--- config.mk ---
export PLATFORM = sky130hd
export DESIGN_NAME = tlq_norm
export DESIGN_NICKNAME = d
export VERILOG_FILES = /design/src/rtl/tlq_pkg.sv /design/src/rtl/tlq_norm.sv
export SDC_FILE = /design/constraint.sdc
export NUM_CORES = 2
export LEC_CHECK = 0
export BUFFER_PORTS_ARGS = -buffer_cell sky130_fd_sc_hd__buf_2
export CAP_MARGIN = 30
export CORE_MARGIN = 5
export CORE_UTILIZATION = 41
export CTS_BUF_LIST = sky130_fd_sc_hd__clkbuf_8
export DETAILED_ROUTE_END_ITERATION = 8
export HOLD_SLACK_MARGIN = 0.08
export PLACE_DENSITY_LB_ADDON = 0.05
export REMOVE_ABC_BUFFERS = 1
export SYNTH_ARGS = -nofsm -noshare
export SYNTH_HDL_FRONTEND = slang
export SYNTH_SLANG_ARGS = --single-unit
--- constraint.sdc ---
create_clock -name clk -period 12.2 [get_ports clk]
set_input_delay 0.61 -clock clk [delete_from_list [all_inputs] [get_ports clk]]
set_output_delay 0.61 -clock clk [all_outputs]
set_load 0.02 [all_outputs]
--- src/rtl/tlq_pkg.sv ---
`timescale 1ns / 1ps
// ============================================================================
// tlq_pkg
// Shared constants, register indexes and the sideband type of the thick line
// quad expansion pipeline.
// ============================================================================
package tlq_pkg;

  localparam int COORD_FRAC_BITS = 16;

  // depth floor, ceil(0.001) in LSB, and the short-segment limit, ceil(1e-6)
  localparam int DEPTH_FLOOR = (2 ** COORD_FRAC_BITS + 999) / 1000;
  localparam int ZERO_LEN    = (2 ** COORD_FRAC_BITS + 999999) / 1000000;
  localparam int ZL_W        = $clog2(ZERO_LEN + 1);

  // offset = unit(Q1.30) * width(Q8.8) scaled back to Q.F
  localparam int RND_SHIFT = 39 - COORD_FRAC_BITS;
  localparam int PROD_W    = 47;
  localparam int OFF_W     = PROD_W + 1 - RND_SHIFT;
  localparam int SUM_W     = ((OFF_W > 31) ? OFF_W : 31) + 2;

  // pipeline stage counts
  localparam int NORM_STAGES  = 3;
  localparam int SQRT_STAGES  = 32;
  localparam int DIV_STAGES   = 31;
  localparam int UNIT_STAGE   = 1 + NORM_STAGES + SQRT_STAGES + DIV_STAGES;
  localparam int WNUM         = 24 + COORD_FRAC_BITS;
  localparam int WIDTH_STAGES = WNUM + 2;
  localparam int WIDTH_IN     = UNIT_STAGE - WIDTH_STAGES;
  localparam int PIPE_DEPTH   = UNIT_STAGE + 1;

  // register indexes (byte address / 4)
  localparam logic [1:0] REG_MIN   = 2'd0;
  localparam logic [1:0] REG_MAX   = 2'd1;
  localparam logic [1:0] REG_FOCAL = 2'd2;

  localparam logic [15:0] MIN_RESET   = 16'd256;
  localparam logic [15:0] MAX_RESET   = 16'd2560;
  localparam logic [23:0] FOCAL_RESET = 24'd128000;

  typedef struct packed {
    logic [31:0] sx;
    logic [31:0] sy;
    logic [31:0] ex;
    logic [31:0] ey;
    logic [31:0] sd;
    logic [31:0] ed;
    logic        nxneg;
    logic        nyneg;
    logic        zlen;
  } sb_t;

endpackage

--- src/rtl/tlq_norm.sv ---
`timescale 1ns / 1ps
// ============================================================================
// tlq_norm
// Scales both absolute differences by the same shift, the larger into
// [2^30, 2^31), and forms the sum of their squares. Three register stages.
// ============================================================================
module tlq_norm import tlq_pkg::*; (
  input  logic        clk,
  input  logic        en,
  input  logic [32:0] ax,
  input  logic [32:0] ay,
  output logic [62:0] sum,
  output logic [30:0] ax_n,
  output logic [30:0] ay_n
);

  logic [32:0] m;
  logic [4:0]  sh;
  logic [30:0] a2_next, b2_next;
  logic [30:0] a2, b2, a3, b3;
  logic [61:0] sqa, sqb;

  always_comb begin
    m  = (ax > ay) ? ax : ay;
    sh = '0;
    for (int k = 0; k < 31; k++) begin
      if (m[k]) sh = 5'(30 - k);
    end
    if (m[32] || m[31]) begin
      a2_next = ax[31:1];
      b2_next = ay[31:1];
    end else begin
      a2_next = ax[30:0] << sh;
      b2_next = ay[30:0] << sh;
    end
  end

  always_ff @(posedge clk) begin
    if (en) begin
      a2   <= a2_next;
      b2   <= b2_next;
      sqa  <= 62'(a2) * 62'(a2);
      sqb  <= 62'(b2) * 62'(b2);
      a3   <= a2;
      b3   <= b2;
      sum  <= 63'(sqa) + 63'(sqb);
      ax_n <= a3;
      ay_n <= b3;
    end
  end

endmodule

-- Word-level counts from Yosys, hierarchy flattened
Index checks and enable logic that the tools add are counted.
Widths: inputs -> output; s select.
- register bits: 373
- input port bits: 68
- $add $sub $neg: 1
- multiply operators: 2
- order comparisons: 1
- shifts and indexed selects: 2
- muxes and demuxes: 34
- reduce and logical (&&, ||, !) cells: 1
- operators by type and width (cell ; number):
    $mux 5 ; 31
    $mul 31x31->62 ; 2
    $add 62x62->63 ; 1
    $mux 31 ; 2
    $shl 31x5->31 ; 2
    $gt 33x33->1 ; 1
    $mux 33 ; 1
    $logic_or 1x1->1 ; 1

-- Longest topological paths before layout
- depth in word-level cells: 35
- mapped depth: 33
- depth with buffers taken out: 31

-- Worst setup path after synthesis
No wires, ideal clock.
- path kind: reg2reg
- start: reg b2[14]
- end: reg sqb[60] (data pin)
- arrival time: 7.982 ns
- required time: 11.937 ns
- setup slack: 3.955 ns
- cell stages (with the launch flop): 31
- clock period less this slack: 8.245 ns
- path through: edfxtp_1 clkbuf_1 clkbuf_1 nand2_1 fa_1 inv_1 fa_1 fa_1 fa_1 inv_1 fa_1 inv_1 fa_1 fa_1 inv_1 fa_1 inv_1 ha_1 buf_2 a2111oi_4 a22oi_1 a41oi_1 nand2_1 o2111a_1 o41a_1 o311ai_2 a31oi_1 a41oi_2 o21ai_1 a311oi_1 xnor2_1
- word-level cells in the longest chain between the ends: 1
- ends and longest elaborated chain (item ; RTL line ; RTL):
    start, declared ; tlq_norm.sv:20 ; logic [30:0] a2, b2, a3, b3;
    start signal, assigned ; tlq_norm.sv:41 ; b2 <= b2_next;
    $mul 31x31->62 ; tlq_norm.sv:43 ; sqb <= 62'(b2) * 62'(b2);
    end signal, assigned ; tlq_norm.sv:43 ;
    end, declared ; tlq_norm.sv:21 ; logic [61:0] sqa, sqb;
No other way between the ends.
A chain may end at the register's enable or synchronous reset.

-- Worst setup path in the final report
- start: reg a2[6]
- end: reg sqa[56] (data pin)
- word-level cells in the longest chain between the ends: 1
- ends and longest elaborated chain (item ; RTL line ; RTL):
    start, declared ; tlq_norm.sv:20 ;
    start signal, assigned ; tlq_norm.sv:40 ; a2 <= a2_next;
    $mul 31x31->62 ; tlq_norm.sv:42 ; sqa <= 62'(a2) * 62'(a2);
    end signal, assigned ; tlq_norm.sv:42 ;
    end, declared ; tlq_norm.sv:21 ;
No other way between the ends.

==> results by group <==
GRT
  • Pin count of the biggest net entering global routing: 75
  • First-pass GRT wire length: 335.9 mm
  • Vias in the first global route: 55,410
  • All-layer global routing usage: 23.91%
  • GRT Residual Overflow: 0
  • Initial antenna violation count: 11

Clock tree
  • CTS tree: done
  • Clock tree buffer depth: 3
  • CTS root buf: clkbuf_8
  • Sinks on Clock Net: 369
  • Post-CTS sizing: 0
  • Setup bufs post-CTS: 0
  • H-tree depth: 3
  • Cts hold-fix bufs: 0
  • TritonCTS Buffers: 74
  • Worst skew pair latency: 0.80 ns
  • CTS clk-pin slew, worst paths: 0.06 ns

Timing
  • Final Hold Fails: 0
  • Fmax: 99.64 MHz
  • Max Slew Vio Count: 0
  • TNS Setup: 0 ns
  • Slew HR: 36.14%
  • RSZ-0062 raised after global routing: no
  • Final setup vio count: 0
  • Fin crit period: 10.04 ns
  • Fin crit share: 82.26%
  • Clk_skew: 0.06759 ns
  • Fin worst setup slack: 2.164 ns
  • Worst-Margin Slew: 0.9544 ns

Synthesis
  • Register area share after synthesis: 15.34%
  • Synth Instances: 7,193
  • Post-synthesis cell area: 72,240 um2
  • Netlist cell types: 93
  • Share of synthesized registers carrying an async set or reset: 0%
  • #FFs+latches synth: 369
  • Yosys Warn Count: 0
  • Ys flop type: edfxtp_1
  • Average cell area after synthesis: 10.04 um2
  • Number of synthesized flops with an enable pin: 369

Placed design
  • Port bufs: 192
  • Place WS: 2.180 ns
  • GPL Wtd Cong: 0.9016
  • Detailed Place HPWL: 171.1 mm

Die
  • Die Span X: 429.8 um
  • Starting Density: 41.11%
  • # rows: 154
  • Die area: 184,700 um2
  • Die Y: 429.8 um
  • Core Region: 175,700 um2
  • IO Pins: 193

Worst setup path
  • CP Capture Type: register
  • WP data arrival: 10.58 ns
  • Crit Path Max Fanout: 26
  • CP peak stage delay: 0.65 ns
  • Setup CP Type: register to register
  • Critical Path Source Type: register
  • CP required: 12.74 ns
  • Most used cell along the critical path: fa_1
  • Slowest stage cell, crit path: o21ai_0

Detailed routing
  • Final WL: 215.6 mm
  • DRC viols: 0
  • Vias per inst: 5.083
  • DR WL/cell: 22.18 um
  • DR vias: 49,430
  • First-pass iteration count of the detailed router: 6
  • Post-DRT Antenna Nets: 0
  • Iter 0 DRT Violations: 2,818

Cells and area
  • P&R area growth vs syn: 7.278%
  • Filler cells: 17,330
  • Layout cells sized above 1: 6.354%
  • Final #Nets: 9,505

Worst hold path
  • Worst hold path type: primary input to register

Outcome
  • Run status: finished, final reports clean

Flow run
  • Maximum Capacitance Violations: 0
-- cells in the mapped netlist, types with 20 or more instances --
master / count / area (um2)
o21bai_1: 24 / 180.2
fa_1: 1501 / 30050
xor2_1: 53 / 464.2
nand3_1: 40 / 200.2
xnor2_1: 132 / 1156
a211oi_1: 25 / 187.7
mux2i_1: 136 / 1361
o211ai_1: 20 / 150.1
a21o_1: 87 / 653.1
a21oi_1: 184 / 920.9
clkbuf_1: 206 / 773.2
nand4_1: 26 / 162.7
edfxtp_1: 369 / 11080
nor3_1: 44 / 220.2
inv_1: 1924 / 7222
and2_1: 380 / 2377
o21a_1: 26 / 195.2
nor2_1: 250 / 938.4
a22oi_1: 25 / 187.7
nand2_1: 592 / 2222
and3_1: 20 / 125.1
nor2b_1: 40 / 250.2
nand2b_1: 26 / 162.7
ha_1: 614 / 7682
o21ai_0: 124 / 620.6
-- stage by stage --
step | instances | utilization, % | instance area, um2 | hold WS (ns)
2_1_floorplan | 6952 | - | 71240 | 0.4003
3_3_place_gp | 9578 | 43.18 | 75880 | 0.4013
3_5_place_dp | 9585 | 43.25 | 76000 | 0.4045
4_1_cts | 9720 | 44.10 | 77490 | 0.08313
5_1_grt | 9722 | 44.10 | 77500 | 0.1394
6_report | 9723 | 44.10 | 77500 | 0.1710
-- layout by cell type, fill, tap and decap left out, types with 24 or more instances in the layout --
cell and count:
buf_2 191, edfxtp_1 369, and2_1 379, a21o_1 87, nand4_1 26, nor2_1 249
xor2_1 53, nand2_1 592, o21bai_1 24, clkinv_1 32, a22oi_1 25, inv_1 1937
o21ai_0 123, clkbuf_8 74, nand2b_1 26, xnor2_1 132, nor3_1 44, nor2b_1 40
buf_4 96, mux2i_1 136, fa_1 1501, a211oi_1 25, o21a_1 24, nand3_1 40
ha_1 614, a21oi_1 184
-- cell type report --
type	instances	area [um2]	area share [%]
multi-input combinational	4645	52910	68.27
tap	2340	2928	3.778
antenna	2	5.005	0.006458
inverter	1938	7274	9.387
timing repair buffer	294	1814	2.341
clock inverter	61	466.7	0.6022
clock buffer	74	1018	1.314
sequential	369	11080	14.30
-- logic make-up (layout without fill, tap and decap cells) --
logic type / count (synthesis) / count (layout) / share of synthesized area, %
buf+inv: 2179 / 2367 / 11.45
simple gates: 1490 / 1490 / 9.915
mux: 164 / 164 / 2.421
fa+ha+maj: 2115 / 2115 / 52.23
xor+xnor: 185 / 185 / 2.243
compound gates: 691 / 691 / 6.400
flops: 369 / 369 / 15.34
other cells: 0 / 2 / 0
-- final timing paths --
path,from,end,slack [ns],cells after the start
hold / removal,ax[31],a2[30],0.17,2
hold reg to reg,b3[19],ay_n[19],0.39,0
setup / recovery,a2[6],sqa[56],2.16,27
setup reg to reg,a2[6],sqa[56],2.16,27
-- critical path, delay by kind of cell (launching register included) --
kind / cells / cell delay, ns
adder cells (fa/ha/maj): 9 / 4.27
AO/OA/AOI/OAI: 6 / 2.43
AND/OR/NAND/NOR: 5 / 1.32
buffers and inverters: 6 / 1.27
flip-flops: 1 / 0.32
XOR/XNOR: 1 / 0.11
-- layer usage --
| layer | track usage [%] | vias up | part of all wire [%] |
|---|---|---|---|
| li1 | - | 22320 | - |
| met1 | 32.07 | 25550 | 43 |
| met2 | 40.34 | 1275 | 49 |
| met3 | 2.750 | 273 | 4.8 |
| met4 | 8.346 | 4 | 3.9 |
| met5 | 0 | - | 0.012 |
-- flip-flops by register name, indices dropped and copies added (netlist names) --
name	flops
b2	31
ax_n	31
b3	31
sum	63
ay_n	31
sqa	60
sqb	60
a3	31
a2	31
Power is not shown: default switching activity piles up to over one toggle a cycle in this logic, so the estimate is an artifact.
